**src/sv/assert_macros.svh**
```systemverilog
// assertion macros used by the free id pool datapath
`ifndef ASSERT_MACROS_SVH
`define ASSERT_MACROS_SVH

// property that must hold at every clock edge outside reset
`define FP_ASSERT_ALWAYS(label, clk, rst_n, prop, msg) \
    label: assert property (@(posedge clk) disable iff (!rst_n) (prop)) else $error(msg);

// consequent must hold in the same cycle as the antecedent
`define FP_ASSERT_IMPL(label, clk, rst_n, ante, cons, msg) \
    label: assert property (@(posedge clk) disable iff (!rst_n) (ante) |-> (cons)) \
        else $error(msg);

// consequent must hold in the cycle after the antecedent
`define FP_ASSERT_NEXT(label, clk, rst_n, ante, cons, msg) \
    label: assert property (@(posedge clk) disable iff (!rst_n) (ante) |=> (cons)) \
        else $error(msg);

`endif

```
**src/sv/fp_pkg.sv**
```systemverilog
// package for the free id pool: defaults, codes, controller types
`timescale 1ns / 1ps

package fp_pkg;

    localparam int POOL_SLOTS_DEF = 64;
    localparam int ID_WIDTH_DEF   = 32;

    localparam int ID_FIELD_W     = 32;
    localparam int STATUS_W       = 2;
    localparam int COUNT_FIELD_W  = 7;

    localparam logic ACT_TAKE = 1'b0;
    localparam logic ACT_GIVE = 1'b1;

    typedef enum logic [STATUS_W-1:0] {
        ST_OK      = 2'd0,
        ST_EMPTY   = 2'd1,
        ST_IGNORED = 2'd2,
        ST_FULL    = 2'd3
    } status_t;

    typedef enum logic [1:0] {
        FP_IDLE,
        FP_SCAN,
        FP_DRAIN,
        FP_COMMIT
    } fp_state_t;

    // controller to datapath
    typedef struct packed {
        logic start;
        logic step;
        logic commit;
    } fp_cmd_t;

    // datapath to controller
    typedef struct packed {
        logic last_slot;
        logic rsp_free;
    } fp_sts_t;

endpackage

```
**src/sv/fp_req_if.sv**
```systemverilog
// request channel of the free id pool
`timescale 1ns / 1ps

interface fp_req_if;

    logic                          valid;
    logic                          ready;
    logic                          action;
    logic [fp_pkg::ID_FIELD_W-1:0] id_value;

    modport source (output valid, input ready, output action, output id_value);
    modport sink   (input valid, output ready, input action, input id_value);

endinterface

```
**src/sv/fp_rsp_if.sv**
```systemverilog
// response channel of the free id pool
`timescale 1ns / 1ps

interface fp_rsp_if;

    logic                             valid;
    logic                             ready;
    logic [fp_pkg::ID_FIELD_W-1:0]    taken_id;
    logic [fp_pkg::STATUS_W-1:0]      status;
    logic [fp_pkg::COUNT_FIELD_W-1:0] free_count;

    modport source (output valid, input ready, output taken_id, output status,
                    output free_count);
    modport sink   (input valid, output ready, input taken_id, input status,
                    input free_count);

endinterface

```
**src/sv/fp_ctrl.sv**
```systemverilog
// controller state machine of the free id pool
`timescale 1ns / 1ps

module fp_ctrl
(
    input  logic             clk,
    input  logic             rst_n,
    input  logic             req_valid,
    output logic             req_ready,
    input  fp_pkg::fp_sts_t  sts,
    output fp_pkg::fp_cmd_t  cmd
);

    fp_pkg::fp_state_t state_reg;
    fp_pkg::fp_state_t state_next;

    always_ff @(posedge clk or negedge rst_n)
    begin
        if (!rst_n)
        begin
            state_reg <= fp_pkg::FP_IDLE;
        end
        else
        begin
            state_reg <= state_next;
        end
    end

    always_comb
    begin
        state_next = state_reg;
        req_ready  = 1'b0;
        cmd        = '0;
        unique case (state_reg)
            fp_pkg::FP_IDLE:
            begin
                req_ready = 1'b1;
                if (req_valid)
                begin
                    cmd.start  = 1'b1;
                    state_next = fp_pkg::FP_SCAN;
                end
            end
            fp_pkg::FP_SCAN:
            begin
                cmd.step = 1'b1;
                if (sts.last_slot)
                begin
                    state_next = fp_pkg::FP_DRAIN;
                end
            end
            fp_pkg::FP_DRAIN:
            begin
                // last slot read is evaluated here
                state_next = fp_pkg::FP_COMMIT;
            end
            fp_pkg::FP_COMMIT:
            begin
                if (sts.rsp_free)
                begin
                    cmd.commit = 1'b1;
                    state_next = fp_pkg::FP_IDLE;
                end
            end
            default:
            begin
                state_next = fp_pkg::FP_IDLE;
            end
        endcase
    end

endmodule

```
**src/sv/fp_datapath.sv**
```systemverilog
// slot memory, occupancy bits, scan logic and response register
`timescale 1ns / 1ps
`include "assert_macros.svh"

module fp_datapath
#(
    parameter int POOL_SLOTS = fp_pkg::POOL_SLOTS_DEF,
    parameter int ID_WIDTH   = fp_pkg::ID_WIDTH_DEF
)
(
    input  logic                             clk,
    input  logic                             rst_n,
    input  fp_pkg::fp_cmd_t                  cmd,
    output fp_pkg::fp_sts_t                  sts,
    input  logic                             req_action,
    input  logic [fp_pkg::ID_FIELD_W-1:0]    req_id_value,
    output logic                             rsp_valid,
    input  logic                             rsp_ready,
    output logic [fp_pkg::ID_FIELD_W-1:0]    rsp_taken_id,
    output logic [fp_pkg::STATUS_W-1:0]      rsp_status,
    output logic [fp_pkg::COUNT_FIELD_W-1:0] rsp_free_count
);

    localparam int IDX_W = (POOL_SLOTS > 1) ? $clog2(POOL_SLOTS) : 1;
    localparam int CNT_W = $clog2(POOL_SLOTS + 1);

    logic [ID_WIDTH-1:0]   mem [POOL_SLOTS];
    logic [POOL_SLOTS-1:0] occ_reg;
    logic [CNT_W-1:0]      count_reg;

    // request
    logic                  action_reg;
    logic [ID_WIDTH-1:0]   id_reg;

    // scan
    logic [IDX_W-1:0]      scan_idx_reg;
    logic                  rd_pend_reg;
    logic [IDX_W-1:0]      rd_idx_reg;
    logic [ID_WIDTH-1:0]   rd_data_reg;
    logic                  rd_occ_reg;
    logic                  found_reg;
    logic                  dup_reg;
    logic [IDX_W-1:0]      hit_idx_reg;
    logic [ID_WIDTH-1:0]   hit_data_reg;

    // response
    logic                  rsp_valid_reg;
    logic [ID_WIDTH-1:0]   taken_reg;
    fp_pkg::status_t       status_reg;

    fp_pkg::status_t       status_next;
    logic [ID_WIDTH-1:0]   taken_next;
    logic                  do_clear;
    logic                  do_write;

    assign sts.last_slot = (scan_idx_reg == IDX_W'(POOL_SLOTS - 1));
    assign sts.rsp_free  = !rsp_valid_reg || rsp_ready;

    always_comb
    begin
        status_next = fp_pkg::ST_OK;
        taken_next  = '0;
        do_clear    = 1'b0;
        do_write    = 1'b0;
        if (action_reg == fp_pkg::ACT_TAKE)
        begin
            if (found_reg)
            begin
                taken_next = hit_data_reg;
                do_clear   = 1'b1;
            end
            else
            begin
                status_next = fp_pkg::ST_EMPTY;
            end
        end
        else
        begin
            priority if (id_reg == '0 || dup_reg)
            begin
                status_next = fp_pkg::ST_IGNORED;
            end
            else if (!found_reg)
            begin
                status_next = fp_pkg::ST_FULL;
            end
            else
            begin
                do_write = 1'b1;
            end
        end
    end

    // slot memory, one read per cycle during the scan, one write at commit
    always_ff @(posedge clk)
    begin
        if (cmd.commit && do_write)
        begin
            mem[hit_idx_reg] <= id_reg;
        end
        rd_data_reg <= mem[scan_idx_reg];
    end

    always_ff @(posedge clk)
    begin
        rd_idx_reg <= scan_idx_reg;
        if (cmd.start)
        begin
            action_reg <= req_action;
            id_reg     <= ID_WIDTH'(req_id_value);
        end
        if (rd_pend_reg && !found_reg &&
            ((action_reg == fp_pkg::ACT_TAKE) ? rd_occ_reg : !rd_occ_reg))
        begin
            hit_idx_reg  <= rd_idx_reg;
            hit_data_reg <= rd_data_reg;
        end
        if (cmd.commit)
        begin
            taken_reg  <= taken_next;
            status_reg <= status_next;
        end
    end

    always_ff @(posedge clk or negedge rst_n)
    begin
        if (!rst_n)
        begin
            occ_reg       <= '0;
            count_reg     <= '0;
            scan_idx_reg  <= '0;
            rd_pend_reg   <= 1'b0;
            rd_occ_reg    <= 1'b0;
            found_reg     <= 1'b0;
            dup_reg       <= 1'b0;
            rsp_valid_reg <= 1'b0;
        end
        else
        begin
            rd_pend_reg <= cmd.step;
            rd_occ_reg  <= occ_reg[scan_idx_reg];
            if (cmd.start)
            begin
                scan_idx_reg <= '0;
                found_reg    <= 1'b0;
                dup_reg      <= 1'b0;
            end
            else
            begin
                if (cmd.step)
                begin
                    scan_idx_reg <= scan_idx_reg + IDX_W'(1);
                end
                if (rd_pend_reg)
                begin
                    if ((action_reg == fp_pkg::ACT_TAKE) ? rd_occ_reg : !rd_occ_reg)
                    begin
                        found_reg <= 1'b1;
                    end
                    if (action_reg == fp_pkg::ACT_GIVE && rd_occ_reg &&
                        rd_data_reg == id_reg)
                    begin
                        dup_reg <= 1'b1;
                    end
                end
            end
            if (cmd.commit)
            begin
                rsp_valid_reg <= 1'b1;
                if (do_clear)
                begin
                    occ_reg[hit_idx_reg] <= 1'b0;
                    count_reg            <= count_reg - CNT_W'(1);
                end
                else if (do_write)
                begin
                    occ_reg[hit_idx_reg] <= 1'b1;
                    count_reg            <= count_reg + CNT_W'(1);
                end
            end
            else if (rsp_ready)
            begin
                rsp_valid_reg <= 1'b0;
            end
        end
    end

    // count changes only at commit, which replaces the held response
    assign rsp_valid      = rsp_valid_reg;
    assign rsp_taken_id   = fp_pkg::ID_FIELD_W'(taken_reg);
    assign rsp_status     = status_reg;
    assign rsp_free_count = fp_pkg::COUNT_FIELD_W'(count_reg);

    `FP_ASSERT_ALWAYS(a_count_matches_occ, clk, rst_n, $countones(occ_reg) == count_reg, "count out of step with occupancy")
    `FP_ASSERT_IMPL(a_commit_slot_free, clk, rst_n, cmd.commit, !rsp_valid_reg || rsp_ready, "commit over an untaken response")
    `FP_ASSERT_NEXT(a_commit_shows_rsp, clk, rst_n, cmd.commit, rsp_valid_reg, "commit did not raise response valid")
    `FP_ASSERT_IMPL(a_write_target_empty, clk, rst_n, cmd.commit && do_write, !occ_reg[hit_idx_reg], "give would overwrite a held id")

endmodule

```
**src/sv/free_id_pool.sv**
```systemverilog
// top level of the free id pool
// Free id pool: holds up to POOL_SLOTS non-zero ids of ID_WIDTH bits in a slot
// memory with one occupancy flip-flop per slot (cleared at reset, so there is
// no clearing pass). A take request returns and removes the id in the lowest
// occupied slot (status empty and id zero when nothing is held); a give request
// stores its id in the lowest empty slot unless the id is zero or already held
// (status ignored) or no slot is empty (status full). Every request produces
// exactly one response carrying the taken id, the status and the number of ids
// held afterwards. Requests are handled one at a time: each one scans every
// slot through the single read port of the slot memory, one slot per cycle,
// and passes through accept, scan, drain of the last read and commit before
// the next request is accepted. The response sits in an output register; the
// next request is accepted while it waits, and only its commit stalls until
// the response has been taken.
`timescale 1ns / 1ps

module free_id_pool
#(
    parameter int POOL_SLOTS = fp_pkg::POOL_SLOTS_DEF,
    parameter int ID_WIDTH   = fp_pkg::ID_WIDTH_DEF
)
(
    input  logic     clk,
    input  logic     rst_n,
    fp_req_if.sink   req,
    fp_rsp_if.source rsp
);

    // command and status between controller and datapath
    fp_pkg::fp_cmd_t cmd;
    fp_pkg::fp_sts_t sts;

    // sequencing: idle, slot scan, drain, commit
    fp_ctrl u_ctrl
    (
        .clk       (clk),
        .rst_n     (rst_n),
        .req_valid (req.valid),
        .req_ready (req.ready),
        .sts       (sts),
        .cmd       (cmd)
    );

    // slot storage, scan evaluation and response register
    fp_datapath
    #(
        .POOL_SLOTS (POOL_SLOTS),
        .ID_WIDTH   (ID_WIDTH)
    )
    u_datapath
    (
        .clk            (clk),
        .rst_n          (rst_n),
        .cmd            (cmd),
        .sts            (sts),
        .req_action     (req.action),
        .req_id_value   (req.id_value),
        .rsp_valid      (rsp.valid),
        .rsp_ready      (rsp.ready),
        .rsp_taken_id   (rsp.taken_id),
        .rsp_status     (rsp.status),
        .rsp_free_count (rsp.free_count)
    );

endmodule
```
**src/flat_wrapper.sv**
```systemverilog
// flat-port wrapper written by rule: the top's interface ports become plain ports
module free_id_pool_flat 
#(
    parameter int POOL_SLOTS = fp_pkg::POOL_SLOTS_DEF,
    parameter int ID_WIDTH   = fp_pkg::ID_WIDTH_DEF
)
  (clk, rst_n, req_valid, req_ready, req_action, req_id_value, rsp_valid, rsp_ready, rsp_taken_id, rsp_status, rsp_free_count);
  fp_req_if req_i ();
  fp_rsp_if rsp_i ();
  input  logic clk;
  input  logic rst_n;
  input wire logic [$bits(req_i.valid)-1:0] req_valid;
  output wire logic [$bits(req_i.ready)-1:0] req_ready;
  input wire logic [$bits(req_i.action)-1:0] req_action;
  input wire logic [$bits(req_i.id_value)-1:0] req_id_value;
  output wire logic [$bits(rsp_i.valid)-1:0] rsp_valid;
  input wire logic [$bits(rsp_i.ready)-1:0] rsp_ready;
  output wire logic [$bits(rsp_i.taken_id)-1:0] rsp_taken_id;
  output wire logic [$bits(rsp_i.status)-1:0] rsp_status;
  output wire logic [$bits(rsp_i.free_count)-1:0] rsp_free_count;
  assign req_i.valid = req_valid;
  assign req_ready = req_i.ready;
  assign req_i.action = req_action;
  assign req_i.id_value = req_id_value;
  assign rsp_valid = rsp_i.valid;
  assign rsp_i.ready = rsp_ready;
  assign rsp_taken_id = rsp_i.taken_id;
  assign rsp_status = rsp_i.status;
  assign rsp_free_count = rsp_i.free_count;
  free_id_pool #(.POOL_SLOTS(POOL_SLOTS), .ID_WIDTH(ID_WIDTH)) u_core (.clk(clk), .rst_n(rst_n), .req(req_i), .rsp(rsp_i));
endmodule
```
**config.mk**
```make
export PLATFORM = sky130hd
export DESIGN_NAME = free_id_pool_flat
export DESIGN_NICKNAME = d
export VERILOG_FILES = /design/src/sv/fp_pkg.sv /design/src/sv/fp_req_if.sv /design/src/sv/fp_rsp_if.sv /design/src/sv/fp_ctrl.sv /design/src/sv/fp_datapath.sv /design/src/sv/free_id_pool.sv /design/src/flat_wrapper.sv
export VERILOG_INCLUDE_DIRS = /design/src /design/src/sv
export SDC_FILE = /design/constraint.sdc
export NUM_CORES = 2
export LEC_CHECK = 0
export BUFFER_PORTS_ARGS = -buffer_cell sky130_fd_sc_hd__buf_4
export CORE_MARGIN = 2
export CORE_UTILIZATION = 45
export CTS_CLUSTER_DIAMETER = 40
export DETAILED_ROUTE_END_ITERATION = 16
export GPL_TIMING_DRIVEN = 0
export PLACE_DENSITY_LB_ADDON = 0.3
export SLEW_MARGIN = 20
export SYNTH_ARGS = -nofsm -noshare
export SYNTH_HDL_FRONTEND = slang
export SYNTH_SLANG_ARGS = --single-unit
```
**constraint.sdc**
```tcl
create_clock -name clk -period 10.9 [get_ports clk]
set_clock_uncertainty 0.2 [all_clocks]
set_input_delay 2.725 -clock clk [delete_from_list [all_inputs] [get_ports clk]]
set_output_delay 2.725 -clock clk [all_outputs]
set_load 0.01 [all_outputs]
```
==> flow_results.org <==
** Critical path
- Among cell families on the critical path, the largest total delay comes from simple AND/OR/NAND/NOR gates.
- For the worst setup path, the data arrival time is between 5000 and 6000 ps.
- Of all nets on the critical path, the largest fanout is 18.
- Number of cells on the critical path :: 9
- The critical path contains buffers and inverters numbering 4 combined.
- Largest stage delay on the critical path :: just over 600 ps
- Critical setup path kind :: input port to register
- Nature of the critical path endpoint :: register
- For the worst setup path, the data required time is 11300 ps.
- Measured in cells, the most critical reg-to-reg path has a length of 12.
- STA classifies the critical path startpoint as an input port.
- The most numerous cell type found on the critical path is sky130_fd_sc_hd__and3_1.
- Critical Path, Cell by Cell :: buf_4 > nand2b_1 > and3_1 > and3_1 > buf_2 > nand4_1 > buf_6 > nor2_4 > buf_12
- The slowest stage of the critical path belongs to the cell sky130_fd_sc_hd__nor2_4.

** Clocking
- Maximum level of the CTS H-tree :: 5
- In this run, CTS created clock tree buffers numbering about 310.
- Number of buffers on the longest clock path :: 4
- The root buffer cell chosen for the clock tree is sky130_fd_sc_hd__clkbuf_16.
- Clock tree from TritonCTS :: yes
- Cts-stage hold buffer count :: 0
- Buffers inserted during post-CTS setup optimization :: 0
- Clock-pin slew was measured on the worst setup and hold paths at approximately 50 ps.
- Counting every sink on the clock net gives around 2300.
- Source-to-sink clock delay at the later pin of the worst-skew pair :: ~940 ps
- Quantity of gates resized following cts :: 0

** Layout
- Once layout is done, the placed cells without fillers occupy 105000 sq um.
- Fill cell count :: approximately 14000
- Share of layout cells above drive strength 1 :: 0.308
- After the last flow step, the layout net total stands at 4624.
- Highest-count cells in the layout ignoring fill and taps :: sky130_fd_sc_hd__edfxtp_1, sky130_fd_sc_hd__mux4_2, sky130_fd_sc_hd__clkbuf_16, sky130_fd_sc_hd__clkbuf_1, sky130_fd_sc_hd__mux2i_1
- The register with the most flip-flops in the layout has approximately 2000 of them.
- The library cell used most frequently in the layout, excluding fill and tap cells, is sky130_fd_sc_hd__edfxtp_1.
- Relative to the synthesized area, the layout overhead comes to 20.7%.
- u_core.u_datapath.mem holds more flip-flops than any other register.

** Place
- Instance area at placement :: 94700 sq um
- Summed over all nets, the half-perimeter wirelength after detailed placement is 170000 microns.
- Number of buffers inserted by port buffering :: 79
- At the end of routability-driven placement, the weighted congestion stood at 0.917.

** Die
- The initial utilization of the core area, before any placement, comes to 0.451.
- The floorplan has 161 rows.
- The die is 443 microns wide.
- Area of the die :: 196000 sq um
- Boundary Pins :: 80
- Height of the die :: roughly 440 microns
- Area of the core :: around 190000 sq um

** Power and ir drop
- The share of total power dissipated in the clock network is 0.365.
- In this run the power spent charging and discharging nets is 8130 uW.
- The analysis attributes to cell leakage a power of 0.0337 uW.
- Max IR drop VDD :: 154 uV
- Net switching fraction of the power :: 0.305
- Reg power frac :: 0.388
- Cell internal power was estimated by the tool at approximately 19000 uW.
- In this run the power density over the cells is ~260 nW/um^2.
- Power share of the combinational group :: 0.247

** Timing
- The final max-slew violation count came to 0.
- Final count of negative-setup-slack endpoints :: 0
- Dividing the final minimum period by the clock period gives 0.488.
- At the pin with the least slew margin, the transition time is between 1000 and 1500 ps.
- Measured against its own limit, the worst slew margin works out to 0.0907.
- Setup total negative slack on the finished layout was measured at 0 ps.
- Static timing analysis puts the maximum clock frequency at roughly 0.19 GHz.
- Time the worst path needs with I/O delays and setup :: between 5000 and 6000 ps
- Setup repair after global routing left no endpoint under its margin.
- The number of hold-slack violations in the final timing report is 0.

** Synthesis
- Post-synth net total :: 4048
- Of the synthesized area, sequential elements account for 0.779.
- Asr flop ratio synth :: 0.0369
- Synth Instances :: between 3000 and 4000
- Count of warnings emitted by yosys :: 0
- In this run the cell area of the synthesized design comes to roughly 87000 sq um.
- Number of enable flip-flop cells after synthesis :: roughly 2200
- The average instance in the mapped netlist occupies roughly 22 sq um.
- The number of different library cells used by synthesis comes to 52.
- For this run, the leading register cell type out of synthesis is sky130_fd_sc_hd__edfxtp_1.
- Count of state elements after synthesis :: about 2300

** Worst hold path
- The worst hold path was traced through 0 stages.
- Class of the tightest hold or removal check :: register to register

** Detailed routing
- Antenna-violating nets left :: 0
- DRC errors left :: 0
- Summing over every cut layer, the via total after detailed routing is 45200.
- The detailed router finished its first iteration with around 6700 violations.
- Final routed wire length divided by cell count :: around 34 microns
- Total wire length :: 249000 microns
- After detailed routing, the number of vias per cell comes to about 6.
- Before antenna repair, the detailed router went through 6 iterations.

** Global route
- The via count of the first global-routing pass came to approximately 44000.
- The first global-routing pass estimated around 340000 microns of wire.
- In the global route stage, overall resource usage came out at 0.252.
- Overflow left after global routing :: 0
- Initial antenna violation count :: 13
- Pin count of the biggest net entering global routing :: between 80 and 90

** Job
- MaxCap Viol Count :: 0

** Outcome
- Result of the run :: complete, no violations
[per-stage QoR]
| stage | hold WS [ps] | utilization | power (uW) | cells | worst slack [ps] |
|---|---|---|---|---|---|
| finish | 174 | 0.545 | 26700 | 7330 | 5580 |
| global route | 175 | 0.545 | 27400 | 7325 | 5600 |
| CTS | 169 | 0.545 | 26700 | 7324 | 5670 |
| detailed placement | 157 | 0.493 | 17000 | 6794 | 4720 |
| global placement | 156 | 0.471 | 16700 | 6604 | 2490 |
| floorplan | 145 | - | 14100 | 3999 | 5250 |
[worst register-to-register path, stage by stage (launching register included)]
cell and delay (ps):
sky130_fd_sc_hd__edfxtp_1 720, sky130_fd_sc_hd__buf_8 250, sky130_fd_sc_hd__buf_8 220, sky130_fd_sc_hd__buf_8 220, sky130_fd_sc_hd__nor4_1 110, sky130_fd_sc_hd__and4_1 210, sky130_fd_sc_hd__a21oi_1 330, sky130_fd_sc_hd__and3_1 240
sky130_fd_sc_hd__buf_2 220, sky130_fd_sc_hd__nand4_1 590, sky130_fd_sc_hd__buf_6 390, sky130_fd_sc_hd__nor2_4 620, sky130_fd_sc_hd__buf_12 270
[power by group through the flow]
stage,clock (uW),sequential [uW],combinational [uW]
after detailed placement,0,10500,6520
after global routing,10200,10400,6850
after floorplan,0,10600,3550
after global placement,0,10900,5840
after CTS,9820,10300,6540
final,9740,10300,6600
[metal layers]
layer / global-route usage / vias up / part of all wire
met5: 0 / - / 0.00020
met4: 0.0873 / 8 / 0.035
met3: 0.0777 / 464 / 0.12
met2: 0.374 / 2751 / 0.45
met1: 0.355 / 23900 / 0.39
li1: - / 18000 / -
[area by class of cell]
class / count / area [sq um] / share of cell area
clock buffer: 348 / 7930 / 0.0758
inverter: 17 / 63.8 / 0.000610
antenna: 6 / 15.0 / 0.000144
tap: 2526 / 3160 / 0.0302
sequential: 2275 / 67500 / 0.645
clock inverter: 182 / 1940 / 0.0185
timing repair buffer: 269 / 4350 / 0.0416
buffer: 236 / 1300 / 0.0125
multi-input combinational: 1471 / 18300 / 0.175
[Yosys cell counts (34+ instances only)]
library cell / number / area share
sky130_fd_sc_hd__edfxtp_1: 2153 / 0.75
sky130_fd_sc_hd__mux4_2: 486 / 0.13
sky130_fd_sc_hd__mux2i_1: 131 / 0.015
sky130_fd_sc_hd__clkbuf_1: 123 / 0.0053
sky130_fd_sc_hd__nor2_1: 110 / 0.0048
sky130_fd_sc_hd__o22ai_1: 99 / 0.0071
sky130_fd_sc_hd__nor3_1: 92 / 0.0053
sky130_fd_sc_hd__dfrtp_1: 84 / 0.024
sky130_fd_sc_hd__and2_1: 56 / 0.0040
sky130_fd_sc_hd__mux2_2: 54 / 0.0070
sky130_fd_sc_hd__a211oi_1: 49 / 0.0042
sky130_fd_sc_hd__a21oi_1: 46 / 0.0027
sky130_fd_sc_hd__buf_2: 46 / 0.0027
sky130_fd_sc_hd__a22oi_1: 38 / 0.0033
sky130_fd_sc_hd__dfxtp_1: 38 / 0.0088
sky130_fd_sc_hd__buf_4: 34 / 0.0029
sky130_fd_sc_hd__o21ai_0: 34 / 0.0020
sky130_fd_sc_hd__o221ai_1: 34 / 0.0034
[worst paths after layout]
| kind | from | end | slack, ps |
|---|---|---|---|
| setup / recovery | rsp_ready | u_core.u_datapath.mem[63][24] | 5580 |
| hold reg to reg | u_core.u_datapath.scan_idx_reg[5] | u_core.u_datapath.rd_idx_reg[5] | 170 |
| max in group asynchronous | rst_n | u_core.u_datapath.scan_idx_reg[0] | 8170 |
| hold / removal | u_core.u_datapath.scan_idx_reg[5] | u_core.u_datapath.rd_idx_reg[5] | 170 |
| setup reg to reg | u_core.u_datapath.id_reg[25] | u_core.u_datapath.mem[63][24] | 5960 |
| min in group asynchronous | rst_n | u_core.u_datapath.rsp_free_count[2] | 1630 |
[cell families after synthesis]
| logic type | count (synthesis) | synth area share |
|---|---|---|
| AND/OR/NAND/NOR | 360 | 0.0206 |
| AO/OA/AOI/OAI | 387 | 0.0301 |
| flip-flops | 2275 | 0.779 |
| buffers and inverters | 253 | 0.0156 |
| multiplexers | 671 | 0.148 |
| XOR/XNOR | 41 | 0.00414 |
| adder cells (fa/ha/maj) | 12 | 0.00182 |
Note: power is estimated with default switching activity, not from simulation.
